===== src/rtl/spcc_pkg.sv =====
package spcc_pkg;

	localparam int FRAME_LENGTH  = 6;
	localparam int POSITION_BITS = 32;

	localparam logic [7:0] CharHome  = 8'h48;
	localparam logic [7:0] CharLaser = 8'h4C;

	localparam logic OpTick = 1'b0;
	localparam logic OpByte = 1'b1;

	typedef struct packed {
		logic        done;
		logic        home;
		logic        load;
		logic [15:0] dest;
	} frame_cmd_t;

endpackage


===== src/rtl/stepper_position_command_controller.sv =====
// A request accepted into the request register moves on to the result ports through the result register.
// Throughput: one request per cycle while the result side keeps taking results.
// The request register and the result register each hold one entry, so one more
// request is taken while a finished result waits for out_ready; then the input stalls.
// Reset (arst_n low, asynchronous) clears position, destination, homing,
// the frame byte counter and all valid flags.
module stepper_position_command_controller
	import spcc_pkg::*;
#(
	parameter int FrameLength  = FRAME_LENGTH,
	parameter int PositionBits = POSITION_BITS
) (
	input  logic               clk,
	input  logic               arst_n,
	input  logic               in_valid,
	output logic               in_ready,
	input  logic               operation,
	input  logic [7:0]         rx_byte,
	input  logic               endstop_high,
	output logic               out_valid,
	input  logic               out_ready,
	output logic               step_pulse,
	output logic               step_dec,
	output logic signed [31:0] current_position,
	output logic [15:0]        target_position,
	output logic               homing_active,
	output logic               frame_done
);

	logic       valid_s1;
	logic       op_s1;
	logic [7:0] byte_s1;
	logic       endstop_s1;
	logic       advance;

	logic signed [PositionBits-1:0] position_q;
	logic [15:0]                    destination_q;
	logic                           homing_q;

	logic signed [PositionBits-1:0] pos_next;
	logic signed [PositionBits-1:0] dest_ext;
	logic [15:0]                    dest_next;
	logic                           homing_next;
	logic                           pulse;
	logic                           left;
	logic [63:0]                    pos_wide;
	frame_cmd_t                     cmd;

	logic               out_valid_q;
	logic               pulse_q;
	logic               left_q;
	logic signed [31:0] position_out_q;
	logic [15:0]        target_q;
	logic               homing_out_q;
	logic               done_q;

	assign advance  = valid_s1 && (!out_valid_q || out_ready);
	assign in_ready = !valid_s1 || advance;

	always_ff @(posedge clk or negedge arst_n) begin
		if (!arst_n) begin
			valid_s1 <= 1'b0;
		end else if (in_ready) begin
			valid_s1 <= in_valid;
		end
	end

	always_ff @(posedge clk) begin
		if (in_valid && in_ready) begin
			op_s1      <= operation;
			byte_s1    <= rx_byte;
			endstop_s1 <= endstop_high;
		end
	end

	spcc_framer #(
		.FrameLength(FrameLength)
	) u_framer (
		.clk    (clk),
		.arst_n (arst_n),
		.byte_en(advance && (op_s1 == OpByte)),
		.rx_byte(byte_s1),
		.cmd    (cmd)
	);

	assign dest_ext = signed'(PositionBits'(destination_q));

	always_comb begin
		pos_next    = position_q;
		dest_next   = destination_q;
		homing_next = homing_q;
		pulse       = 1'b0;
		left        = 1'b0;
		if (op_s1 == OpByte) begin
			if (cmd.home) begin
				homing_next = 1'b1;
			end
			if (cmd.load) begin
				dest_next = cmd.dest;
			end
		end else if (homing_q) begin
			if (endstop_s1) begin
				pos_next = position_q - 1'b1;
				pulse    = 1'b1;
				left     = 1'b1;
			end else begin
				pos_next    = '0;
				homing_next = 1'b0;
			end
		end else if (position_q < dest_ext) begin
			pos_next = position_q + 1'b1;
			pulse    = 1'b1;
		end else if (position_q > dest_ext) begin
			pos_next = position_q - 1'b1;
			pulse    = 1'b1;
			left     = 1'b1;
		end
	end

	assign pos_wide = 64'(pos_next);

	always_ff @(posedge clk or negedge arst_n) begin
		if (!arst_n) begin
			position_q    <= '0;
			destination_q <= '0;
			homing_q      <= 1'b0;
			out_valid_q   <= 1'b0;
		end else begin
			if (advance) begin
				position_q    <= pos_next;
				destination_q <= dest_next;
				homing_q      <= homing_next;
			end
			out_valid_q <= advance || (out_valid_q && !out_ready);
		end
	end

	always_ff @(posedge clk) begin
		if (advance) begin
			pulse_q        <= pulse;
			left_q         <= left;
			position_out_q <= signed'(pos_wide[31:0]);
			target_q       <= dest_next;
			homing_out_q   <= homing_next;
			done_q         <= cmd.done;
		end
	end

	assign out_valid        = out_valid_q;
	assign step_pulse       = pulse_q;
	assign step_dec         = left_q;
	assign current_position = position_out_q;
	assign target_position  = target_q;
	assign homing_active    = homing_out_q;
	assign frame_done       = done_q;

endmodule


===== src/rtl/spcc_framer.sv =====
module spcc_framer
	import spcc_pkg::*;
#(
	parameter int FrameLength = FRAME_LENGTH
) (
	input  logic       clk,
	input  logic       arst_n,
	input  logic       byte_en,
	input  logic [7:0] rx_byte,
	output frame_cmd_t cmd
);

	localparam int CountW = $clog2(FrameLength);
	localparam logic [CountW-1:0] LastIdx = CountW'(FrameLength - 1);

	logic [7:0]        bytes_q [FrameLength];
	logic [CountW-1:0] count_q;
	logic [7:0]        frame [FrameLength];
	logic              all_home;
	logic              last;

	always_ff @(posedge clk or negedge arst_n) begin
		if (!arst_n) begin
			count_q <= '0;
		end else if (byte_en) begin
			count_q <= last ? '0 : count_q + 1'b1;
		end
	end

	always_ff @(posedge clk) begin
		if (byte_en) begin
			bytes_q[count_q] <= rx_byte;
		end
	end

	assign last = (count_q == LastIdx);

	// The closing byte of a frame is taken straight from the input.
	always_comb begin
		frame[FrameLength-1] = rx_byte;
		for (int i = 0; i < FrameLength - 1; i++) begin
			frame[i] = bytes_q[i];
		end
		all_home = 1'b1;
		for (int i = 0; i < FrameLength; i++) begin
			if (frame[i] != CharHome) begin
				all_home = 1'b0;
			end
		end
		cmd.done = byte_en && last;
		cmd.home = cmd.done && all_home;
		cmd.load = cmd.done && (frame[0] == CharLaser);
		cmd.dest = {frame[3], frame[4]};
	end

endmodule


===== config.mk =====
export PLATFORM = sky130hd
export DESIGN_NAME = stepper_position_command_controller
export DESIGN_NICKNAME = d
export VERILOG_FILES = /design/src/rtl/spcc_pkg.sv /design/src/rtl/stepper_position_command_controller.sv /design/src/rtl/spcc_framer.sv
export SDC_FILE = /design/constraint.sdc
export NUM_CORES = 1
export LEC_CHECK = 0
export BUFFER_PORTS_ARGS = -buffer_cell sky130_fd_sc_hd__buf_2
export CAP_MARGIN = 20
export CORE_UTILIZATION = 25
export CTS_BUF_LIST = sky130_fd_sc_hd__clkbuf_16
export CTS_CLUSTER_SIZE = 25
export DETAILED_ROUTE_END_ITERATION = 6
export PLACE_DENSITY = 0.41
export SKIP_CTS_REPAIR_TIMING = 1
export SLEW_MARGIN = 0
export SYNTH_ARGS = -nofsm -noshare
export SYNTH_HDL_FRONTEND = slang
export SYNTH_HIERARCHICAL = 1
export SYNTH_SLANG_ARGS = --single-unit

===== constraint.sdc =====
create_clock -name clk -period 4.2 [get_ports clk]
set_input_delay 0.21 -clock clk [delete_from_list [all_inputs] [get_ports clk]]
set_output_delay 0.21 -clock clk [all_outputs]
set_load 0.03 [all_outputs]

==> run metrics, run 1 <==
standard-cell rows 67; initial antenna violation count 0; WHS Path Cells 3; area share of xor/xnor cells in the synthesized design less than 1%; timing-limited maximum frequency between 0.2 and 0.3 GHz; fraction of synthesized cell area taken by the top area cell type between 30% and 40%; flip-flop and latch count after synthesis ~160; Detailed Place HPWL 19670 microns; cell area after technology mapping about 8500 sq um; required time of the critical path roughly 4.3 ns; Final setup violation count 0; area enclosed by the die boundary about 35000 sq um; cell area after placement approximately 9400 sq um; kind of path behind the tightest hold check in2reg; cell count after synthesis ~800; I/O pin cnt 68; arrival time of data at the critical path endpoint ~3.9 ns; IR Drop Worst-Case VDD 0.3072 mV; net count of the mapped netlist 827; clock network latency to the later pin of the worst-skew pair 0.44 ns; share of post-route cells with drive strength above 1 about a fifth; total inserted antenna cells 0; count of input and output buffers between 60 and 70; Setup Crit Path Kind reg2reg; cell types with the largest area share after synthesis sky130_fd_sc_hd__edfxtp_1, sky130_fd_sc_hd__dfrtp_1, sky130_fd_sc_hd__nand2_1, sky130_fd_sc_hd__o21ai_0, sky130_fd_sc_hd__ha_1; Yosys cell types between 90 and 100; via count 6890; top cell type by total area after synthesis sky130_fd_sc_hd__edfxtp_1; total iterations of the first detailed-routing run 5; DRT antenna net count 0; outcome finished, final reports clean; combined global-route utilization of all metal layers between 10% and 20%; via count of the first global-routing pass 6685; total gr overflow 0; fraction of synthesized area in multiplexers approximately 2.7%; global-route wire length before repair approximately 43000 microns; reg-to-reg critical path startpoint position_q[14]$_DFFE_PN0P_; top cells by count, synth sky130_fd_sc_hd__edfxtp_1, sky130_fd_sc_hd__nand2_1, sky130_fd_sc_hd__dfrtp_1, sky130_fd_sc_hd__nor2_1, sky130_fd_sc_hd__o21ai_0; unrepaired setup endpoints after global routing no; most repeated cell in the gate-level netlist after synthesis sky130_fd_sc_hd__edfxtp_1; flop2flop setup slack around 0.47 ns; Tightest Pin Transition 0.9375 ns; area added between synthesis and finish 18.58%; max capacitance violation total 0; headroom to the max-slew limit 37.43%; Clock Tree Root sky130_fd_sc_hd__clkbuf_16; final sum of negative setup slack 0 ns; placeable core region around 33000 sq um; share of synthesized registers carrying an async set or reset 34.62%; Critical Path Sink Type flip-flop; cell area power density between 500 and 600 nW/um^2; TritonCTS clock tree done; count of final max-slew check failures 0; Min-Delay Endpoint out_valid$_DFF_PN0_; Hold Violations, Final 0; kind of launch point of the worst setup path flip-flop; average wire per cell in the routed design around 21 microns; drt total wl 28180 microns; Starting DRT DRC Count 600; fraction of the mapped netlist area in compound gates approximately a fifth; horizontal die dimension about 190 microns; mean number of vias per cell 5.184; maximum number of pins on one net before global-route repair 68; Adder-Cell Fraction of Synth Area approximately 2.7%; Pleak approximately 3.6 nW; CTS Buf Count 17; yosys warns 6; maximum net fanout on the critical path 18; depth of the most critical reg-to-reg path 8; final net count 901; Period Utilization, post-route slightly below 90%; maximum count of clock buffers along a single path 2; portion of the post-synthesis area used by sequential elements slightly above 50%; origin of the worst min-delay path out_ready; Post-Route Skew around 0.012 ns; global placer's final weighted congestion between 0.8 and 0.9; Final Cell Area a little over 10000 sq um; number of clock sinks approximately 160; Die Span Y around 190 microns; largest family of logic cells by synthesized area simple AND/OR/NAND/NOR gates; Period minus WS final 3.728 ns; starting density of the core approximately a quarter; endpoint of the most critical register-to-register path current_position[5]$_DFFE_PP_; dominant register cell in the synthesized netlist sky130_fd_sc_hd__edfxtp_1; clock slew at the register clock pins of the worst setup and hold paths ~0.07 ns; drt drc 0; area fraction in and, or, nand and nor cells after synthesis 19.01%; number of synthesized flops with an enable pin 102; deepest level of the CTS H-tree 4; mean cell area of the mapped netlist 10.69 sq um
-- cell type report --
| cell class | instances | area (sq um) |
|---|---|---|
| Fill cell | 3465 | 23370 |
| Sequential cell | 156 | 4414 |
| Multi-Input combinational cell | 559 | 3749 |
| Timing Repair Buffer | 109 | 690.7 |
| Tap cell | 448 | 560.5 |
| Clock buffer | 17 | 425.4 |
| Clock inverter | 14 | 136.4 |
| Inverter | 26 | 101.3 |
-- state kept, by name (all words and copies together), names as in the netlist, 3 cells and up --
signal            cells
target_position      16
u_framer/count_q      3
position_q           32
byte_s1               8
u_framer/bytes_q     40
destination_q        16
current_position     32
-- cells by family after synthesis --
kind of cell / count (synthesis)
and+or+nand+nor: 296
DFF: 156
AOI/OAI and AO/OA: 217
buffers and inverters: 80
muxes: 21
xor gates and xnor gates: 7
adders and majority gates: 18
-- worst max path at each step --
stage                               start                       endpoint  slack [ns]  cells past startpoint
3_3_place_gp    position_q[9]$_DFFE_PN0P_  current_position[9]$_DFFE_PP_        0.54                      9
6_report       position_q[14]$_DFFE_PN0P_  current_position[5]$_DFFE_PP_        0.47                      8
4_1_cts        position_q[14]$_DFFE_PN0P_  current_position[5]$_DFFE_PP_        0.56                      8
5_1_grt        position_q[14]$_DFFE_PN0P_  current_position[5]$_DFFE_PP_        0.32                      8
3_5_place_dp   position_q[14]$_DFFE_PN0P_  current_position[5]$_DFFE_PP_        0.57                      8
2_1_floorplan         out_valid$_DFF_PN0_  current_position[0]$_DFFE_PP_        1.11                      5
-- cells in the final DEF, fill, tap and decap left out, drive strengths merged, types with 8 or more instances in the layout --
master / synthesis / layout
nand3: 23 / 23
dfrtp: 54 / 54
o211ai: 9 / 9
edfxtp: 102 / 102
a211oi: 14 / 14
clkbuf: 39 / 18
dlygate4sd3: 0 / 12
nor4: 11 / 11
o31ai: 10 / 10
a21oi: 28 / 28
ha: 18 / 18
inv: 25 / 30
or4: 10 / 10
a22oi: 9 / 9
or3: 16 / 16
mux2: 17 / 17
nand2b: 9 / 9
o221ai: 12 / 12
nor3: 39 / 39
nor4b: 8 / 8
buf: 15 / 96
nand4: 16 / 16
o21ai: 49 / 49
nand2: 69 / 69
nor2: 58 / 58
and3: 14 / 14
-- report_power, final --
part	internal, mW	switching, mW	leakage, nW	total [mW]
sequential	1.92	0.210	1.64	2.13
clock	0.827	0.710	0.270	1.54
combinational	0.570	1.10	1.71	1.67
-- metal layers --
metal | part of all wire, % | track usage, %
met3 | 5.0 | 2.407
met5 | 0 | 0
met2 | 44 | 24.37
met1 | 49 | 24.41
met4 | 1.4 | 4.609
-- metrics by stage --
step | setup WS, ns | utilization, % | total power, mW | instances | hold slack (ns)
2_1_floorplan | 1.111 | - | 3.220 | 795 | -0.08559
4_1_cts | 0.5562 | 29.75 | 5.376 | 1316 | -0.2225
3_5_place_dp | 0.5692 | 28.07 | 3.821 | 1285 | 0.2515
5_1_grt | 0.3193 | 30.13 | 5.633 | 1329 | 0.06619
3_3_place_gp | 0.5448 | 28.03 | 3.830 | 1283 | 0.2656
6_report | 0.4722 | 30.13 | 5.340 | 1329 | 0.05505
-- worst max-delay path, cell delays in order, from the launching register on --
cell and delay, ns:
sky130_fd_sc_hd__dfrtp_1 0.52, sky130_fd_sc_hd__ha_1 0.36, sky130_fd_sc_hd__nand4_1 0.22, sky130_fd_sc_hd__or2_2 0.37
sky130_fd_sc_hd__a211o_1 0.35, sky130_fd_sc_hd__a41o_1 0.56, sky130_fd_sc_hd__and3_1 0.32, sky130_fd_sc_hd__a211oi_1 0.46
sky130_fd_sc_hd__o221ai_1 0.26
Note: power is estimated with default switching activity, not from simulation.
==> inputs of run 2 (changes only) <==
--- a/config.mk
+++ b/config.mk
@@ -6,7 +6,7 @@
 export NUM_CORES = 1
 export LEC_CHECK = 0
 export BUFFER_PORTS_ARGS = -buffer_cell sky130_fd_sc_hd__buf_2
-export CAP_MARGIN = 20
+export CAP_MARGIN = 0
 export CORE_UTILIZATION = 25
 export CTS_BUF_LIST = sky130_fd_sc_hd__clkbuf_16
 export CTS_CLUSTER_SIZE = 25
@@ -16,5 +16,4 @@
 export SLEW_MARGIN = 0
 export SYNTH_ARGS = -nofsm -noshare
 export SYNTH_HDL_FRONTEND = slang
-export SYNTH_HIERARCHICAL = 1
 export SYNTH_SLANG_ARGS = --single-unit
==> run 2 against run 1 <==
Register-to-register slack better by 0.36 ns. Hold slack gained 0.0011 ns. Die area fell by 3.5%. Clock power decreased by 3%. Critical path type unchanged. Largest cell class unchanged. Largest power group unchanged. Highest routed layer unchanged.
==> run metrics, run 2 <==
outcome finished, final reports clean; area added between synthesis and finish 18.23%; flip-flop count of the largest register, all copies and words added 40 (unchanged); cell area power density 389.8 nW/um^2 (-26%); Setup Crit Path Kind reg2reg; maximum net fanout on the critical path 15 (-3); launching element of the worst setup path position_q[5]$_DFFE_PN0P_; kind of launch point of the worst setup path flip-flop; Post-Route Skew 0.01142 ns (-0.0005884 ns); yosys warns 0 (-6); DRT antenna net count 0 (unchanged); mean number of vias per cell 5.009 (-3.4%); commonest non-fill, non-tap cells in the layout sky130_fd_sc_hd__edfxtp_1, sky130_fd_sc_hd__o21ai_0, sky130_fd_sc_hd__nor2_1, sky130_fd_sc_hd__buf_2, sky130_fd_sc_hd__nand2_1; mean cell area of the mapped netlist 10.47 sq um (-2.1%); area enclosed by the die boundary 33500 sq um (-3.5%); deepest level of the CTS H-tree 4 (unchanged); average wire per cell in the routed design 19.60 microns (-7.5%); critical path cell sequence ha_1 -> a21oi_1 -> o21ai_0 -> a21oi_1 -> a41oi_2 -> nor2_1 -> a22oi_1 -> o311ai_0; clock slew at the register clock pins of the worst setup and hold paths 0.07 ns (about the same); origin of the worst min-delay path out_ready; unrepaired setup endpoints after global routing no; fraction of synthesized cell area taken by the top area cell type 37.38% (+1.3 points); maximum count of clock buffers along a single path 2 (unchanged); flip-flop and latch count after synthesis 156 (unchanged); top cells by count, synth sky130_fd_sc_hd__edfxtp_1, sky130_fd_sc_hd__o21ai_0, sky130_fd_sc_hd__nor2_1, sky130_fd_sc_hd__nand2_1, sky130_fd_sc_hd__dfrtp_1; horizontal die dimension 183.0 microns (-1.8%); cell count after synthesis 783 (-1.5%); final core utilization 30.39% (+0.26 points); Min-Delay Endpoint out_valid$_DFF_PN0_; Starting DRT DRC Count 521 (-13%); dominant register cell in the synthesized netlist sky130_fd_sc_hd__edfxtp_1; global-route wire length before repair 39180 microns (-9.0%); Cell Count, Final, Fillers Out 1303 (-2.0%); net count of the mapped netlist 815 (-1.5%); cell area after technology mapping 8194 sq um (-3.6%); total gr overflow 0 (unchanged); max capacitance violation total 0 (unchanged); drt drc 0 (unchanged); PnR Total Power 3.777 mW (-29%); global placer's final weighted congestion 0.8557 (-0.21%); headroom to the max-slew limit 44.74% (+7.3 points); TritonCTS clock tree done; Period Utilization, post-route 80.20% (-8.6 points); cell with the largest stage delay on the worst path sky130_fd_sc_hd__dfrtp_1; Yosys cell types 85 (-7.6%); WHS Path Cells 3 (unchanged); reg-to-reg critical path startpoint position_q[5]$_DFFE_PN0P_; Internal Dissipation 2.667 mW (-20%); top cell type by total area after synthesis sky130_fd_sc_hd__edfxtp_1; depth of the most critical reg-to-reg path 8 (unchanged); Hold Violations, Final 0 (unchanged); portion of the post-synthesis area used by sequential elements 53.87% (+1.9 points); CTS Buf Count 17 (unchanged); Die Span Y 183.0 microns (-1.8%); count of input and output buffers 67 (unchanged); share of synthesized registers carrying an async set or reset 34.62% (unchanged); critical path's top delay family compound AO/OA/AOI/OAI gates; Period minus WS final 3.368 ns (-0.3593 ns); I/O pin cnt 68 (unchanged); total buffers and inverters traversed by the critical path 0 (unchanged); clock network latency to the later pin of the worst-skew pair 0.44 ns (about the same); switching fraction of total power 29.37% (-8.5 points); total inserted antenna cells 0 (unchanged); number of synthesized flops with an enable pin 102 (unchanged); required time of the critical path 4.37 ns (+0.04 ns); initial antenna violation count 0 (unchanged); fraction of power consumed by the clock network 39.7% (+11 points); crit path setup slack, layout 0.8315 ns (+0.3593 ns); kind of path behind the tightest hold check in2reg; combinational fraction of design power 11.3% (-20 points); count of final max-slew check failures 0 (unchanged); combined global-route utilization of all metal layers 15.71% (-0.67 points); final net count 887 (-1.6%); Clock Tree Root sky130_fd_sc_hd__clkbuf_16; standard-cell rows 65 (-3.0%); timing-limited maximum frequency 0.2969 GHz (+11%); Psw 1.109 mW (-45%); Detailed Place HPWL 17750 microns (-9.7%); via count of the first global-routing pass 6279 (-6.1%); placed cell count 1259 (-2.0%); most repeated cell in the gate-level netlist after synthesis sky130_fd_sc_hd__edfxtp_1; largest incremental delay on the critical path 0.60 ns (+0.04 ns); endpoint of the most critical register-to-register path current_position[11]$_DFFE_PP_; cell types with the largest area share after synthesis sky130_fd_sc_hd__edfxtp_1, sky130_fd_sc_hd__dfrtp_1, sky130_fd_sc_hd__o21ai_0, sky130_fd_sc_hd__nor2_1, sky130_fd_sc_hd__nand2_1; maximum number of pins on one net before global-route repair 57 (-16%); placeable core region 31880 sq um (-4.7%); part of the total power dissipated in sequential elements 49.0% (+9.1 points); arrival time of data at the critical path endpoint 3.54 ns (-0.32 ns); most frequent cell on the critical path sky130_fd_sc_hd__a21oi_1; drt total wl 25540 microns (-9.3%); total iterations of the first detailed-routing run 4 (-1); via count 6527 (-5.3%); IR Drop Worst-Case VDD 0.2517 mV (-18%); Final setup violation count 0 (unchanged); flop2flop setup slack 0.83 ns (+0.36 ns); share of post-route cells with drive strength above 1 18.32% (-2.0 points); most common library cell in the layout ignoring fill and taps sky130_fd_sc_hd__edfxtp_1; Pleak 3.489 nW (-3.6%); pre-CTS WS 0.9079 ns (+0.3387 ns); largest reg by FF count u_framer.bytes_q; Tightest Pin Transition 0.8288 ns (-0.1087 ns); number of clock sinks 156 (unchanged); starting density of the core 25.70% (+0.30 points); Critical Path Sink Type flip-flop; final sum of negative setup slack 0 ns (unchanged)
## run 2: logic make-up after synthesis
family	share of synthesized area [%]
muxes	0.9772
buffers and inverters	4.352
adders and majority gates	2.749
xor gates and xnor gates	0.6413
and+or+nand+nor	19.55
DFF	53.87
AOI/OAI and AO/OA	17.87
## run 2: layout make-up
type | count | area [sq um]
tap | 435 | 544.3
sequential | 156 | 4414
multi-input combinational | 551 | 3423
clock buffer | 17 | 425.4
fill | 3361 | 22190
inverter | 25 | 93.84
timing repair buffer | 104 | 655.6
clock inverter | 15 | 131.4
## run 2: layer usage
layer  track usage [%]  up-vias  part of all wire [%]
met5                 0        -                     0
met4             5.233        0                   1.5
met1             22.37     3211                    49
met3             2.979       26                   4.9
li1                  -     3127                     -
met2             23.79      163                    45
## run 2: worst max path at each step
stage                                                end  slack [ns]  cells past startpoint
after floorplan             target_position[0]$_DFFE_PP_        1.26                      9
after global placement     current_position[9]$_DFFE_PP_        0.95                      8
after detailed placement      position_q[13]$_DFFE_PN0P_        0.91                      9
after CTS                     position_q[13]$_DFFE_PN0P_        0.88                      9
after global routing      current_position[11]$_DFFE_PP_        0.63                      8
final                     current_position[11]$_DFFE_PP_        0.83                      8
## run 2: per-stage QoR
step           instance area (sq um)  hold slack (ns)
6_report                        9688          0.05613
5_1_grt                         9688          0.05647
4_1_cts                         9568         -0.09474
3_5_place_dp                    9011           0.3725
3_3_place_gp                    9011           0.3665
2_1_floorplan                   8194         -0.08559
## run 2: worst reg2reg max path, stage by stage (launching register included)
cell and delay, ns:
sky130_fd_sc_hd__dfrtp_1 0.60, sky130_fd_sc_hd__ha_1 0.32, sky130_fd_sc_hd__a21oi_1 0.14, sky130_fd_sc_hd__o21ai_0 0.10, sky130_fd_sc_hd__a21oi_1 0.42, sky130_fd_sc_hd__a41oi_2 0.38
sky130_fd_sc_hd__nor2_1 0.48, sky130_fd_sc_hd__a22oi_1 0.20, sky130_fd_sc_hd__o311ai_0 0.49
## run 2: power by group through the flow
stage | combinational (mW) | clock, mW | sequential (mW)
after CTS | 0.429 | 1.54 | 1.85
after global placement | 0.426 | 0 | 1.88
after global routing | 0.473 | 1.61 | 1.86
final | 0.428 | 1.50 | 1.85
after floorplan | 0.247 | 0 | 1.89
after detailed placement | 0.426 | 0 | 1.88
==> inputs of run 3 (changes only) <==
==> constraint.sdc (replaced) <==
create_clock -name clk -period 3.25 [get_ports clk]
set_input_delay 0.1625 -clock clk [delete_from_list [all_inputs] [get_ports clk]]
set_output_delay 0.1625 -clock clk [all_outputs]
set_load 0.03 [all_outputs]
==> run 3 against run 2 <==
Combinational power is 50% higher. Worst setup slack worse by 0.62 ns. Clock skew up 0.0026 ns. Largest power group unchanged. Critical endpoint is now current_position[24]$_DFFE_PP_. Register-to-register slack got worse by 0.62 ns. Non-clock buffer count grew 35. Via count grew 2.5%.
==> run metrics, run 3 (synthesis gave the netlist of run 2 again) <==
Min-Delay Endpoint out_valid$_DFF_PN0_; final net count 922 (+3.9%); average wire per cell in the routed design 19.34 microns (-1.3%); Post-Route Skew 0.01400 ns (+0.002581 ns); clock network latency to the later pin of the worst-skew pair 0.44 ns (about the same); Starting DRT DRC Count 482 (-7.5%); Critical Path Sink Type flip-flop; most common library cell in the layout ignoring fill and taps sky130_fd_sc_hd__edfxtp_1; Final setup violation count 0 (unchanged); Setup Crit Path Kind reg2reg; Tightest Pin Transition 0.8449 ns (+0.01608 ns); placeable core region 31880 sq um (unchanged); arrival time of data at the critical path endpoint 3.31 ns (-0.23 ns); largest reg by FF count u_framer.bytes_q; total gr overflow 0 (unchanged); cell area power density 511.2 nW/um^2 (+31%); origin of the worst min-delay path out_ready; kind of launch point of the worst setup path flip-flop; endpoint of the most critical register-to-register path current_position[24]$_DFFE_PP_; maximum count of clock buffers along a single path 2 (unchanged); Clock Tree Root sky130_fd_sc_hd__clkbuf_16; drt drc 0 (unchanged); headroom to the max-slew limit 43.46% (-1.3 points); I/O pin cnt 68 (unchanged); starting density of the core 25.70% (unchanged); kind of path behind the tightest hold check in2reg; number of clock sinks 156 (unchanged); drt total wl 25900 microns (+1.4%); Period Utilization, post-route 93.59% (+13 points); via count 6689 (+2.5%); max capacitance violation total 0 (unchanged); CTS Buf Count 17 (unchanged); maximum number of pins on one net before global-route repair 56 (-1.8%); unrepaired setup endpoints after global routing no; count of input and output buffers 67 (unchanged); IR Drop Worst-Case VDD 0.3667 mV (+46%); reg-to-reg critical path startpoint position_q[15]$_DFFE_PN0P_; global-route wire length before repair 39080 microns (-0.25%); crit path setup slack, layout 0.2082 ns (-0.6233 ns); flop2flop setup slack 0.21 ns (-0.62 ns); pre-CTS WS 0.2186 ns (-0.6893 ns); combined global-route utilization of all metal layers 15.68% (-0.024 points); horizontal die dimension 183.0 microns (unchanged); depth of the most critical reg-to-reg path 9 (+1); Period minus WS final 3.042 ns (-0.3267 ns); Hold Violations, Final 0 (unchanged); maximum net fanout on the critical path 9 (-6); via count of the first global-routing pass 6384 (+1.7%); flip-flop count of the largest register, all copies and words added 40 (unchanged); share of post-route cells with drive strength above 1 21.82% (+3.5 points); TritonCTS clock tree done; timing-limited maximum frequency 0.3288 GHz (+11%); mean number of vias per cell 4.996 (-0.27%); initial antenna violation count 0 (unchanged); commonest non-fill, non-tap cells in the layout sky130_fd_sc_hd__edfxtp_1, sky130_fd_sc_hd__o21ai_0, sky130_fd_sc_hd__nor2_1, sky130_fd_sc_hd__buf_2, sky130_fd_sc_hd__nand2_1; WHS Path Cells 3 (unchanged); Detailed Place HPWL 18580 microns (+4.6%); Pleak 3.689 nW (+5.7%); outcome finished, final reports clean; deepest level of the CTS H-tree 4 (unchanged); uppermost layer routed met4; total length of routed met3 wires 1067 microns (-15%); Die Span Y 183.0 microns (unchanged); required time of the critical path 3.52 ns (-0.85 ns); total iterations of the first detailed-routing run 5 (+1); wire length on met1 12540 microns (+1.2%); final sum of negative setup slack 0 ns (unchanged); DRT antenna net count 0 (unchanged); clock slew at the register clock pins of the worst setup and hold paths 0.07 ns (about the same); area added between synthesis and finish 22.10%; standard-cell rows 65 (unchanged); area enclosed by the die boundary 33500 sq um (unchanged); total length of routed met2 wires 11920 microns (+3.5%); count of final max-slew check failures 0 (unchanged); global placer's final weighted congestion 0.8466 (-1.1%)
run 3: how the worst max path moves through the flow:
| stage | from | endpoint | cells past startpoint |
|---|---|---|---|
| 2_1_floorplan | out_valid$_DFF_PN0_ | target_position[0]$_DFFE_PP_ | 9 |
| 3_3_place_gp | position_q[18]$_DFFE_PN0P_ | current_position[11]$_DFFE_PP_ | 7 |
| 3_5_place_dp | position_q[15]$_DFFE_PN0P_ | position_q[24]$_DFFE_PN0P_ | 9 |
| 4_1_cts | position_q[15]$_DFFE_PN0P_ | position_q[24]$_DFFE_PN0P_ | 9 |
| 5_1_grt | position_q[15]$_DFFE_PN0P_ | current_position[18]$_DFFE_PP_ | 10 |
| 6_report | position_q[15]$_DFFE_PN0P_ | current_position[24]$_DFFE_PP_ | 9 |
run 3: power by group:
group | switching (mW) | total (mW) | internal (mW)
clock network | 0.954 | 2.13 | 1.18
logic | 0.432 | 0.642 | 0.210
registers | 0.0769 | 2.34 | 2.26
run 3: layout make-up:
cell class	count	area, sq um
fill	3375	21880
sequential	156	4414
multi-input combinational	551	3425
timing repair buffer	139	905.9
tap	435	544.3
clock buffer	17	425.4
clock inverter	15	193.9
inverter	25	93.84
antenna	1	2.502
run 3: metrics by stage:
stage | utilization (%) | instance area (sq um) | total power [mW] | hold slack (ns) | instances
floorplan | - | 8194 | 2.763 | -0.1331 | 783
global placement | 29.05 | 9261 | 3.021 | 0.2671 | 1294
detailed placement | 29.05 | 9261 | 3.023 | 0.2663 | 1294
CTS | 30.99 | 9881 | 5.194 | -0.2215 | 1326
global route | 31.37 | 10000 | 5.337 | 0.01163 | 1338
finish | 31.38 | 10000 | 5.114 | 0.01135 | 1339
run 3: worst max-delay path, cell delays in order (launching register included):
cell and delay [ns]:
sky130_fd_sc_hd__dfrtp_1 0.39, sky130_fd_sc_hd__ha_1 0.33, sky130_fd_sc_hd__nand4_2 0.18, sky130_fd_sc_hd__a2111o_1 0.49, sky130_fd_sc_hd__and3_4 0.23, sky130_fd_sc_hd__o41ai_4 0.31
sky130_fd_sc_hd__nand2_2 0.24, sky130_fd_sc_hd__inv_2 0.30, sky130_fd_sc_hd__a22oi_1 0.16, sky130_fd_sc_hd__o21ai_0 0.23
run 3: metal layers:
metal / GRT usage (%) / up-vias
li1: - / 3196
met5: 0 / -
met1: 22.52 / 3290
met3: 2.403 / 20
met4: 4.600 / 0
met2: 24.26 / 183
